`src/design/unsorted_array_priority_queue_unit_assert.svh`:
```
// Assertion macros used by the queue's top-level RTL.
`ifndef UNSORTED_ARRAY_PRIORITY_QUEUE_UNIT_ASSERT_SVH
`define UNSORTED_ARRAY_PRIORITY_QUEUE_UNIT_ASSERT_SVH

// Same-cycle implication, sampled on clock, off during reset.
`define UPQ_ASSERT_NOW(label, ante, cons, msg) \
   label: assert property (@(posedge clock) disable iff (reset) (ante) |-> (cons)) \
      else $error(msg);

// Next-cycle implication, sampled on clock, off during reset.
`define UPQ_ASSERT_NEXT(label, ante, cons, msg) \
   label: assert property (@(posedge clock) disable iff (reset) (ante) |=> (cons)) \
      else $error(msg);

`endif

```
`src/design/upq_pkg.sv`:
```
`default_nettype none
package upq_pkg;

   localparam int DEFAULT_QUEUE_DEPTH = 8;

   localparam logic [1:0] MODE_INSERT = 2'd0;
   localparam logic [1:0] MODE_PEEK   = 2'd1;
   localparam logic [1:0] MODE_DELETE = 2'd2;

   localparam logic [1:0] STATUS_OK    = 2'd0;
   localparam logic [1:0] STATUS_FULL  = 2'd1;
   localparam logic [1:0] STATUS_EMPTY = 2'd2;

   typedef struct packed {
      logic [1:0]         mode;
      logic signed [31:0] in_value;
      logic [7:0]         in_priority;
   } req_type;

   typedef struct packed {
      logic [1:0]         status;
      logic signed [31:0] out_value;
      logic [7:0]         out_priority;
   } rsp_type;

   typedef struct packed {
      logic signed [31:0] value;
      logic [7:0]         prio;
   } entry_type;

   typedef enum logic [1:0] {
      ST_IDLE,
      ST_SCAN,
      ST_SHIFT
   } state_type;

endpackage
`default_nettype wire

```
`src/design/unsorted_array_priority_queue_unit.sv`:
```
// Unsorted priority queue of up to QUEUE_DEPTH (value, priority) pairs held in one
// synchronous RAM. A command is taken on a clock edge with start high and busy low;
// its single result appears on rsp_data for exactly one cycle with rsp_strobe high,
// and the receiver cannot stall it. Insert, an unused mode, and peek or delete on an
// empty queue give their result on the cycle after start and never raise busy. Peek
// scans the stored entries one RAM read per cycle with busy high, result on the cycle
// after. Delete scans the same way and then moves each later entry down one slot, one
// read and one write per cycle, with busy high throughout. On ties the most recently
// inserted entry wins.
`default_nettype none
`include "unsorted_array_priority_queue_unit_assert.svh"
module unsorted_array_priority_queue_unit #(
   parameter int QUEUE_DEPTH = upq_pkg::DEFAULT_QUEUE_DEPTH
) (
   input  logic             clock,
   input  logic             reset,
   input  logic             start,
   output logic             busy,
   input  upq_pkg::req_type req_data,
   output logic             rsp_strobe,
   output upq_pkg::rsp_type rsp_data
);
   import upq_pkg::*;

   localparam int AW = $clog2(QUEUE_DEPTH);

   logic          mem_rd_en;
   logic [AW-1:0] mem_rd_addr;
   entry_type     mem_rd_data;
   logic          mem_wr_en;
   logic [AW-1:0] mem_wr_addr;
   entry_type     mem_wr_data;

   upq_ctrl #(
      .QUEUE_DEPTH(QUEUE_DEPTH)
   ) u_ctrl (
      .clock       (clock),
      .reset       (reset),
      .start       (start),
      .busy        (busy),
      .req_data    (req_data),
      .rsp_strobe  (rsp_strobe),
      .rsp_data    (rsp_data),
      .mem_rd_en   (mem_rd_en),
      .mem_rd_addr (mem_rd_addr),
      .mem_rd_data (mem_rd_data),
      .mem_wr_en   (mem_wr_en),
      .mem_wr_addr (mem_wr_addr),
      .mem_wr_data (mem_wr_data)
   );

   upq_mem #(
      .QUEUE_DEPTH(QUEUE_DEPTH)
   ) u_mem (
      .clock   (clock),
      .rd_en   (mem_rd_en),
      .rd_addr (mem_rd_addr),
      .rd_data (mem_rd_data),
      .wr_en   (mem_wr_en),
      .wr_addr (mem_wr_addr),
      .wr_data (mem_wr_data)
   );

   `UPQ_ASSERT_NEXT(a_insert_answers,
      start && !busy && (req_data.mode == MODE_INSERT), rsp_strobe,
      "insert gave no result beat on the next cycle")
   `UPQ_ASSERT_NOW(a_beat_when_idle, rsp_strobe, !busy,
      "result beat while a command is still running")
   `UPQ_ASSERT_NOW(a_done_gives_beat, $fell(busy), rsp_strobe,
      "command finished without a result beat")
   `UPQ_ASSERT_NOW(a_full_zero_payload, rsp_strobe && (rsp_data.status != STATUS_OK),
      (rsp_data.out_value == 0) && (rsp_data.out_priority == 0),
      "error beat carries nonzero payload")

endmodule
`default_nettype wire

```
`src/design/upq_mem.sv`:
```
`default_nettype none
module upq_mem #(
   parameter int QUEUE_DEPTH = upq_pkg::DEFAULT_QUEUE_DEPTH
) (
   input  logic                           clock,
   input  logic                           rd_en,
   input  logic [$clog2(QUEUE_DEPTH)-1:0] rd_addr,
   output upq_pkg::entry_type             rd_data,
   input  logic                           wr_en,
   input  logic [$clog2(QUEUE_DEPTH)-1:0] wr_addr,
   input  upq_pkg::entry_type             wr_data
);
   import upq_pkg::*;

   entry_type mem [QUEUE_DEPTH];
   entry_type rd_data_ff;

   always_ff @(posedge clock) begin
      if (wr_en) begin
         mem[wr_addr] <= wr_data;
      end
   end

   always_ff @(posedge clock) begin
      if (rd_en) begin
         rd_data_ff <= mem[rd_addr];
      end
   end

   assign rd_data = rd_data_ff;

endmodule
`default_nettype wire

```
`src/design/upq_ctrl.sv`:
```
`default_nettype none
module upq_ctrl #(
   parameter int QUEUE_DEPTH = upq_pkg::DEFAULT_QUEUE_DEPTH
) (
   input  logic                           clock,
   input  logic                           reset,
   input  logic                           start,
   output logic                           busy,
   input  upq_pkg::req_type               req_data,
   output logic                           rsp_strobe,
   output upq_pkg::rsp_type               rsp_data,
   output logic                           mem_rd_en,
   output logic [$clog2(QUEUE_DEPTH)-1:0] mem_rd_addr,
   input  upq_pkg::entry_type             mem_rd_data,
   output logic                           mem_wr_en,
   output logic [$clog2(QUEUE_DEPTH)-1:0] mem_wr_addr,
   output upq_pkg::entry_type             mem_wr_data
);
   import upq_pkg::*;

   localparam int AW = $clog2(QUEUE_DEPTH);
   localparam int CW = $clog2(QUEUE_DEPTH + 1);

   state_type          state_ff, state_in;
   logic [CW-1:0]      count_ff, count_in;
   logic [CW-1:0]      idx_ff, idx_in;
   logic [7:0]         top_ff, top_in;
   logic [AW-1:0]      best_idx_ff, best_idx_in;
   logic signed [31:0] best_val_ff, best_val_in;
   logic               del_ff, del_in;
   logic               rsp_strobe_ff, rsp_strobe_in;
   rsp_type            rsp_data_ff, rsp_data_in;

   logic               accept;
   logic               scan_op;
   logic               empty;
   logic               full;
   logic               scan_last;
   logic               shift_last;
   logic               take_new;
   logic [AW-1:0]      fin_idx;
   logic signed [31:0] fin_val;
   logic [7:0]         fin_pri;
   logic               need_shift;

   assign accept     = start && (state_ff == ST_IDLE);
   assign scan_op    = (req_data.mode == MODE_PEEK) || (req_data.mode == MODE_DELETE);
   assign empty      = (count_ff == '0);
   assign full       = (count_ff == CW'(QUEUE_DEPTH));
   assign scan_last  = ((idx_ff + CW'(1)) == count_ff);
   assign shift_last = ((idx_ff + CW'(2)) == count_ff);
   // ties go to the later entry
   assign take_new   = (mem_rd_data.prio >= top_ff);
   assign fin_idx    = take_new ? AW'(idx_ff) : best_idx_ff;
   assign fin_val    = take_new ? mem_rd_data.value : best_val_ff;
   assign fin_pri    = take_new ? mem_rd_data.prio : top_ff;
   assign need_shift = del_ff && ((CW'(fin_idx) + CW'(1)) != count_ff);

   always_comb begin
      state_in = state_ff;
      unique case (state_ff)
         ST_IDLE: begin
            if (accept && scan_op && !empty) begin
               state_in = ST_SCAN;
            end
         end
         ST_SCAN: begin
            if (scan_last) begin
               state_in = need_shift ? ST_SHIFT : ST_IDLE;
            end
         end
         ST_SHIFT: begin
            if (shift_last) begin
               state_in = ST_IDLE;
            end
         end
         default: state_in = ST_IDLE;
      endcase
   end

   always_comb begin
      count_in      = count_ff;
      idx_in        = idx_ff;
      top_in        = top_ff;
      best_idx_in   = best_idx_ff;
      best_val_in   = best_val_ff;
      del_in        = del_ff;
      rsp_strobe_in = 1'b0;
      rsp_data_in   = rsp_data_ff;
      mem_rd_en     = 1'b0;
      mem_rd_addr   = '0;
      mem_wr_en     = 1'b0;
      mem_wr_addr   = '0;
      mem_wr_data   = mem_rd_data;
      unique case (state_ff)
         ST_IDLE: begin
            if (accept) begin
               rsp_strobe_in = 1'b1;
               rsp_data_in   = '{status: STATUS_OK, out_value: '0, out_priority: '0};
               unique case (req_data.mode)
                  MODE_INSERT: begin
                     if (full) begin
                        rsp_data_in.status = STATUS_FULL;
                     end else begin
                        mem_wr_en   = 1'b1;
                        mem_wr_addr = AW'(count_ff);
                        mem_wr_data = '{value: req_data.in_value, prio: req_data.in_priority};
                        count_in    = count_ff + CW'(1);
                     end
                  end
                  MODE_PEEK, MODE_DELETE: begin
                     if (empty) begin
                        rsp_data_in.status = STATUS_EMPTY;
                     end else begin
                        // hold the result until the scan ends
                        rsp_strobe_in = 1'b0;
                        mem_rd_en     = 1'b1;
                        mem_rd_addr   = '0;
                        idx_in        = '0;
                        top_in        = '0;
                        best_idx_in   = '0;
                        best_val_in   = '0;
                        del_in        = (req_data.mode == MODE_DELETE);
                     end
                  end
                  default: ;
               endcase
            end
         end
         ST_SCAN: begin
            top_in      = fin_pri;
            best_val_in = fin_val;
            best_idx_in = fin_idx;
            if (!scan_last) begin
               mem_rd_en   = 1'b1;
               mem_rd_addr = AW'(idx_ff + CW'(1));
               idx_in      = idx_ff + CW'(1);
            end else if (need_shift) begin
               mem_rd_en   = 1'b1;
               mem_rd_addr = AW'(CW'(fin_idx) + CW'(1));
               idx_in      = CW'(fin_idx);
            end else begin
               rsp_strobe_in = 1'b1;
               rsp_data_in   = '{status: STATUS_OK, out_value: fin_val, out_priority: fin_pri};
               if (del_ff) begin
                  count_in = count_ff - CW'(1);
               end
            end
         end
         ST_SHIFT: begin
            // move the entry read last cycle down one slot
            mem_wr_en   = 1'b1;
            mem_wr_addr = AW'(idx_ff);
            mem_wr_data = mem_rd_data;
            if (shift_last) begin
               count_in      = count_ff - CW'(1);
               rsp_strobe_in = 1'b1;
               rsp_data_in   = '{status: STATUS_OK, out_value: best_val_ff,
                                 out_priority: top_ff};
            end else begin
               mem_rd_en   = 1'b1;
               mem_rd_addr = AW'(idx_ff + CW'(2));
               idx_in      = idx_ff + CW'(1);
            end
         end
         default: ;
      endcase
   end

   always_ff @(posedge clock) begin
      if (reset) begin
         state_ff      <= ST_IDLE;
         count_ff      <= '0;
         rsp_strobe_ff <= 1'b0;
      end else begin
         state_ff      <= state_in;
         count_ff      <= count_in;
         rsp_strobe_ff <= rsp_strobe_in;
      end
   end

   always_ff @(posedge clock) begin
      idx_ff      <= idx_in;
      top_ff      <= top_in;
      best_idx_ff <= best_idx_in;
      best_val_ff <= best_val_in;
      del_ff      <= del_in;
      rsp_data_ff <= rsp_data_in;
   end

   assign busy       = (state_ff != ST_IDLE);
   assign rsp_strobe = rsp_strobe_ff;
   assign rsp_data   = rsp_data_ff;

endmodule
`default_nettype wire

```
`config.mk`:
```
export PLATFORM = sky130hd
export DESIGN_NAME = unsorted_array_priority_queue_unit
export DESIGN_NICKNAME = d
export VERILOG_FILES = /design/src/design/upq_pkg.sv /design/src/design/unsorted_array_priority_queue_unit.sv /design/src/design/upq_mem.sv /design/src/design/upq_ctrl.sv
export VERILOG_INCLUDE_DIRS = /design/src /design/src/design
export SDC_FILE = /design/constraint.sdc
export NUM_CORES = 1
export LEC_CHECK = 0
export ABC_CLOCK_PERIOD_IN_PS = 9200
export BUFFER_PORTS_ARGS = -buffer_cell sky130_fd_sc_hd__buf_2
export CAP_MARGIN = 0
export CORE_MARGIN = 4
export CORE_UTILIZATION = 66
export DETAILED_ROUTE_END_ITERATION = 16
export MAX_ROUTING_LAYER = met4
export PLACE_DENSITY = 0.85
export SETUP_SLACK_MARGIN = 0.02
export SYNTH_ARGS = -nofsm -noshare
export SYNTH_HDL_FRONTEND = slang
export SYNTH_SLANG_ARGS = --single-unit
```
`constraint.sdc`:
```
create_clock -name clock -period 9.2 [get_ports clock]
set_input_delay 0.92 -clock clock [delete_from_list [all_inputs] [get_ports clock]]
set_output_delay 0.92 -clock clock [all_outputs]
set_load 0.02 [all_outputs]
```
==> flow_summary.toml, run 1 <==
[yosys]
synth_ff_type = "edfxtp_1"
synth.distinct_cells = 66
synth_edf_count = 450
netlist_instances = 1337
ys_ff_latch = 457
syn_nets = 1403
ys_seq_area_share_pct = 68.4
ys_warn_count = 0
syn_avg_cell_area_um2 = 14.9
synthArstFlopShare_pct = 0
syn_area_um2 = 20000

[timing]
tightest_slew_ns = 1.20
period_needed_ns = 6.25
setup_ws_ns = 2.95
setup_viol = 0
setup_tns_ns = 0
max_freq_ghz = 0.160
skew_ns = 0.0134
whs_ns = 0.536
min_period_over_period_pct = 68.0
finalHoldViolations = 0
rsz0062_at_grt = "no"
relSlewSlack_pct = 19.7
slew_viol_final = 0

[floorplan]
design.portCount = 89
fp.dieH_um = 182
fp.dieArea_um2 = 33100
rows = 63
core_area_um2 = 29700
start_util_pct = 67.2
dieWidth_um = 182

[pwr]
p_int_w = 0.00370
switching_share_pct = 25.0
p_seq_share_pct = 51.2
power_switching_w = 0.00123
p_clk_share_pct = 36.3
combPwrFrac_pct = 12.5
p_per_area_nw_per_um2 = 222
peakVddDrop_v = 0.000134
cellLeakagePower_nw = 7.32

[min_path]
hp-class = "flip-flop to flip-flop"
worstHoldPathCells = 2

[setup_path]
r2r_cells = 17
end_kind = "flip-flop"
path_cells = "ha_1, nand4_1, a21oi_1, a21o_2, buf_4, mux2i_1, inv_1, ha_1, xnor2_1, nand2_1, a211oi_2, o22ai_2, o31ai_1, nand2_4, buf_4, mux2i_1, o221ai_1"
cp_top_family = "compound AO/OA/AOI/OAI gates"
required_ns = 9.43
cp-start-kind = "flip-flop"
crit_type = "flip-flop to flip-flop"
crit_path_max_incr_delay_ns = 0.71
path_max_fanout = 43
critPathSlowestCell = "buf_4"
crit_cells = 17
critPathBufInv = 3
cp.arrival_ns = 6.49

[route]
drt_iter0_drc = 1354
wl_per_cell_um = 25.2
dr.pass1.iters = 6
wl_um = 46100
via_count = 12400
drc = 0
ant_nets = 0
vias_per_cell = 6.78

[clock_network]
htree_levels = 2
cts.path.max_buffers = 3
root_buffer = "clkbuf_16"
tritoncts = "yes"
clkSinkCount = 457
tritoncts.num_buffers = 45
insertion_delay_ns = 0.55
cts_setup_buffers = 0
cts_resized = 0
clkTransAtPathRegs_ns = 0.06
hold_buffers = 0

[global_routing]
grt_overflow = 0
grt_max_degree = 81
grt_pass1_vias = 12400
antenna_found_initial = 0
grt_pass1_wl_um = 70100
track_usage_pct = 28.0

[run_status]
status = "finished, final reports clean"

[placement]
dpl_worst_slack_ns = 2.99
numPortBuffers = 88
place_congestion = 0.887
placed_cells = 1749
hpwl_um = 24200

[finish]
synthToLayoutAreaGrowth_pct = 11.3
antennaDiodeCount = 0
final_nets = 1472
fill_cells = 1695
drive_gt1_share_pct = 17.3
multi_input_area_um2 = 5910
fin_cells = 1829
seq_area_um2 = 13700

[run]
drv_cap = 0
[synthesized netlist by cell type, types with 2 or more instances]
cell type  count  share of area, %
a211oi_1       6              0.23
a211oi_2       2              0.13
a21o_1         3              0.11
a21oi_1       55               1.4
a221o_1       80               4.0
a22o_1         2             0.088
a22oi_1       44               1.7
a31oi_1        5              0.16
a32oi_1        3              0.13
and2_1        83               2.6
and3_1         4              0.13
buf_1          6              0.11
buf_2         17              0.43
buf_6          9              0.51
clkbuf_1      57               1.1
dfxtp_1        7              0.70
edfxtp_1     450                68
ha_1          20               1.3
inv_1         24              0.45
mux2_2        39               2.2
mux2i_1      115               5.8
nand2_1       24              0.45
nand2b_1      43               1.3
nand3_1        7              0.18
nand3b_1       2             0.075
nand4b_1       2             0.088
nor2_1       110               2.1
nor2b_1        3             0.094
nor3_1        13              0.33
nor3b_1        2             0.075
nor4_1         2             0.063
o21ai_0        9              0.23
o221ai_1      40               1.8
o31ai_1        3              0.11
or2_2          2             0.063
or3_1          3             0.094
xnor2_1        8              0.35
xor2_1         5              0.22
[cell usage in the layout, fill, tap and decap left out, types with 3 or more instances in the layout]
master     synthesis  routed
o21ai_0            9       8
clkbuf_16          0      46
a221o_1           80      80
bufinv_16          0       4
nand3_1            7       7
nor3_1            13       7
a21oi_1           55      54
a22oi_1           44      44
buf_4              1      24
clkinv_1           0      11
or3_1              3       3
xor2_1             5       5
mux2_2            39      39
buf_2             17      88
ha_1              20      18
nand2_1           24      23
inv_1             24      23
a211oi_1           6       6
a31oi_1            5       4
and3_1             4       4
o221ai_1          40      40
clkinv_2           0       9
mux2i_1          115     115
clkbuf_1          57       5
nor2_1           110     108
nor2b_1            3       3
o31ai_1            3       3
xnor2_1            8       8
nor3_2             0       6
edfxtp_1         450     450
and2_1            83      82
a32oi_1            3       3
nand2b_1          43      43
dfxtp_1            7       7
[metrics by stage]
stage | power, W | area [um2] | utilization (%)
finish | 0.00494 | 22200 | 74.7
global route | 0.00509 | 22200 | 74.7
CTS | 0.00494 | 22200 | 74.7
detailed placement | 0.00317 | 20800 | 69.9
global placement | 0.00314 | 20800 | 69.9
floorplan | 0.00299 | 20000 | -
[final timing paths]
| kind | slack [ns] | end | from |
|---|---|---|---|
| setup reg to reg | 2.95 | u_mem.rd_data[9]$_DFFE_PP_ | u_mem.rd_data[5]$_DFFE_PP_ |
| hold reg to reg | 0.54 | u_ctrl.state_ff[1]$_SDFFE_PP0P_ | u_ctrl.state_ff[1]$_SDFFE_PP0P_ |
| setup / recovery | 2.95 | u_mem.rd_data[9]$_DFFE_PP_ | u_mem.rd_data[5]$_DFFE_PP_ |
| hold / removal | 0.54 | u_ctrl.state_ff[1]$_SDFFE_PP0P_ | u_ctrl.state_ff[1]$_SDFFE_PP0P_ |
[power by group through the flow]
stage	clock network [W]	registers (W)	logic, W
after floorplan	0	0.00258	0.000404
after global placement	0	0.00256	0.000581
after detailed placement	0	0.00257	0.000607
after CTS	0.00181	0.00252	0.000612
after global routing	0.00189	0.00253	0.000663
final	0.00179	0.00252	0.000618
[cell type report]
cell class                      count  share of cell area (%)
Inverter                           24                   0.406
Clock buffer                       51                    5.27
Timing Repair Buffer              112                    2.79
Multi-Input combinational cell    766                    26.6
Sequential cell                   457                    61.5
Clock inverter                     29                    1.22
Tap cell                          390                    2.20
[worst reg2reg max path, cell delays in order, from the launching register on]
cell and delay (ns):
edfxtp_1 0.42, ha_1 0.35, nand4_1 0.10, a21oi_1 0.44, a21o_2 0.52, buf_4 0.64, mux2i_1 0.34, inv_1 0.07
ha_1 0.32, xnor2_1 0.15, nand2_1 0.11, a211oi_2 0.05, o22ai_2 0.40, o31ai_1 0.20, nand2_4 0.62, buf_4 0.72
mux2i_1 0.31, o221ai_1 0.20
[metal layers]
layer	share of wire [%]	GRT usage [%]	vias up
li1	-	-	5388
met1	38	36.7	6100
met2	49	45.7	759
met3	10	4.47	145
met4	3.1	9.31	0
met5	0	-	-
[kinds of logic (layout without fill, tap and decap cells)]
kind of cell               Yosys count  after routing  share of synthesized area (%)
xor gates and xnor gates            15             15                          0.771
muxes                              154            154                           7.97
and+or+nand+nor                    306            306                           7.95
DFF                                457            457                           68.4
buffers and inverters              114            216                           2.61
adders and majority gates           21             21                           1.35
AOI/OAI and AO/OA                  270            270                           10.9
[flip-flops by register name, indices dropped and copies added (netlist names)]
register / cells
u_ctrl.best_val_ff: 32
u_ctrl.count_ff: 4
u_ctrl.rsp_data: 42
u_ctrl.del_ff: 1
u_ctrl.best_idx_ff: 3
u_mem.rd_data: 40
u_ctrl.idx_ff: 4
u_ctrl.rsp_strobe: 1
u_ctrl.state_ff: 2
u_ctrl.top_ff: 8
u_mem.mem: 320
No activity file was read; power rests on OpenSTA's default activity.
==> run 2, diff against run 1 <==
--- a/config.mk
+++ b/config.mk
@@ -6,14 +6,14 @@
 export SDC_FILE = /design/constraint.sdc
 export NUM_CORES = 1
 export LEC_CHECK = 0
-export ABC_CLOCK_PERIOD_IN_PS = 9200
+export ABC_CLOCK_PERIOD_IN_PS = 5500
 export BUFFER_PORTS_ARGS = -buffer_cell sky130_fd_sc_hd__buf_2
 export CAP_MARGIN = 0
 export CORE_MARGIN = 4
-export CORE_UTILIZATION = 66
+export CORE_UTILIZATION = 56
 export DETAILED_ROUTE_END_ITERATION = 16
 export MAX_ROUTING_LAYER = met4
-export PLACE_DENSITY = 0.85
+export PLACE_DENSITY = 0.76
 export SETUP_SLACK_MARGIN = 0.02
 export SYNTH_ARGS = -nofsm -noshare
 export SYNTH_HDL_FRONTEND = slang
==> constraint.sdc (replaced) <==
create_clock -name clock -period 5.5 [get_ports clock]
set_input_delay 0.55 -clock clock [delete_from_list [all_inputs] [get_ports clock]]
set_output_delay 0.55 -clock clock [all_outputs]
set_load 0.02 [all_outputs]
==> run 2 against run 1 <==
Register-to-register slack worse by 2.4 ns. Hold slack worse by 0.28 ns. Critical endpoint is now u_mem.rd_data[3]$_DFFE_PP_. Die area is 17% higher. Global-route usage decreased by 3.3 points. Design area hardly changed. Largest power group unchanged. Final cell count is 3.6% higher. Routed wire length up 1.5%.
==> flow_summary.toml, run 2 (same netlist as run 1, synthesis figures left out) <==
[run_status]
status = "finished, final reports clean"

[route]
vias_per_cell = 6.42
ant_nets = 0
dr.pass1.iters = 6
wl_um = 46800
drt_iter0_drc = 1197
drc = 0
via_count = 12200
wl_per_cell_um = 24.7

[finish]
top_register = "u_mem.mem"
drive_gt1_share_pct = 16.9
synthToLayoutAreaGrowth_pct = 11.3
antennaDiodeCount = 0
final_nets = 1477
final_cell_mix = "450 x edfxtp_1, 115 x mux2i_1, 108 x nor2_1"
largest_reg_flops = 320
final_common_cell = "edfxtp_1"
fin_area_um2 = 22200

[clock_network]
insertion_delay_ns = 0.55
htree_levels = 2
root_buffer = "clkbuf_16"
tritoncts.num_buffers = 46
cts.path.max_buffers = 3
cts_resized = 0
hold_buffers = 0
tritoncts = "yes"
clkTransAtPathRegs_ns = 0.06
cts_setup_buffers = 0
clkSinkCount = 457

[setup_path]
end_kind = "flip-flop"
cp_common_cell = "ha_1"
required_ns = 5.84
path_max_fanout = 80
critPathBufInv = 2
crit_path_max_incr_delay_ns = 0.83
crit_type = "flip-flop to flip-flop"
path_cells = "ha_1, nand4_1, a21oi_1, a21o_2, mux2i_1, inv_1, ha_1, xnor2_1, nand2b_1, a31oi_1, o22ai_2, o41ai_4, buf_4, a221o_1, a22oi_1, o221ai_1"
critPathSlowestCell = "buf_4"
cp-start-kind = "flip-flop"
reg2reg_slack_ns = 0.59
cp.arrival_ns = 5.25
cp_top_family = "compound AO/OA/AOI/OAI gates"

[global_routing]
grt_pass1_vias = 12200
grt_pass1_wl_um = 71500
track_usage_pct = 24.7
grt_overflow = 0
grt_max_degree = 81
antenna_found_initial = 0

[floorplan]
fp.dieH_um = 197
core_area_um2 = 34900
start_util_pct = 57.2
dieWidth_um = 197
design.portCount = 89
rows = 68
fp.dieArea_um2 = 38700

[placement]
placed_cell_area_um2 = 20900
hpwl_um = 24600
place_congestion = 0.868
numPortBuffers = 88

[timing]
finalHoldViolations = 0
max_freq_ghz = 0.204
relSlewSlack_pct = 31.1
min_period_over_period_pct = 89.3
rsz0062_at_grt = "no"
setup_tns_ns = 0
skew_ns = 0.0174
period_needed_ns = 4.91
tightest_slew_ns = 1.03
setup_viol = 0
slew_viol_final = 0

[pwr]
power_w = 0.00806
p_per_area_nw_per_um2 = 363
cellLeakagePower_nw = 7.27
peakVddDrop_v = 0.000243

[run]
drv_cap = 0

[min_path]
hp-class = "input port to flip-flop"
==> run 2: final timing paths <==
path,cells past startpoint,start,end
max,16,u_mem.rd_data[6]$_DFFE_PP_,u_mem.rd_data[3]$_DFFE_PP_
max reg2reg,16,u_mem.rd_data[6]$_DFFE_PP_,u_mem.rd_data[3]$_DFFE_PP_
min,2,reset,u_ctrl.count_ff[3]$_SDFFE_PP0P_
min reg2reg,2,u_ctrl.state_ff[1]$_SDFFE_PP0P_,u_ctrl.state_ff[1]$_SDFFE_PP0P_
==> run 2: per-stage QoR <==
stage | hold slack [ns] | setup WS, ns | std cells | util, %
after global placement | 0.494 | 0.712 | 1818 | 59.9
after floorplan | 0.463 | 0.490 | 1337 | -
after CTS | 0.236 | 0.662 | 1895 | 63.7
after detailed placement | 0.506 | 0.673 | 1818 | 59.9
final | 0.253 | 0.587 | 1895 | 63.7
after global routing | 0.263 | 0.223 | 1895 | 63.7
==> run 2: where the power goes <==
part	leakage [nW]	internal [W]	switching (W)
logic	2.46	0.000352	0.000696
clock network	0.630	0.00156	0.00123
registers	4.19	0.00412	0.0000953
==> run 2: cell type report <==
class,instances,area (um2)
timing repair buffer,116,688
tap,455,569
clock buffer,62,1230
multi-input combinational,766,5910
fill,2487,12700
inverter,24,90.1
clock inverter,15,77.6
sequential,457,13700
==> run 2: metal layers <==
metal,up-vias,part of all wire [%],global-route usage [%]
met4,0,2.8,8.35
met2,564,49,40.3
met1,6092,39,32.6
met5,-,0,-
li1,5387,-,-
met3,115,8.7,3.28
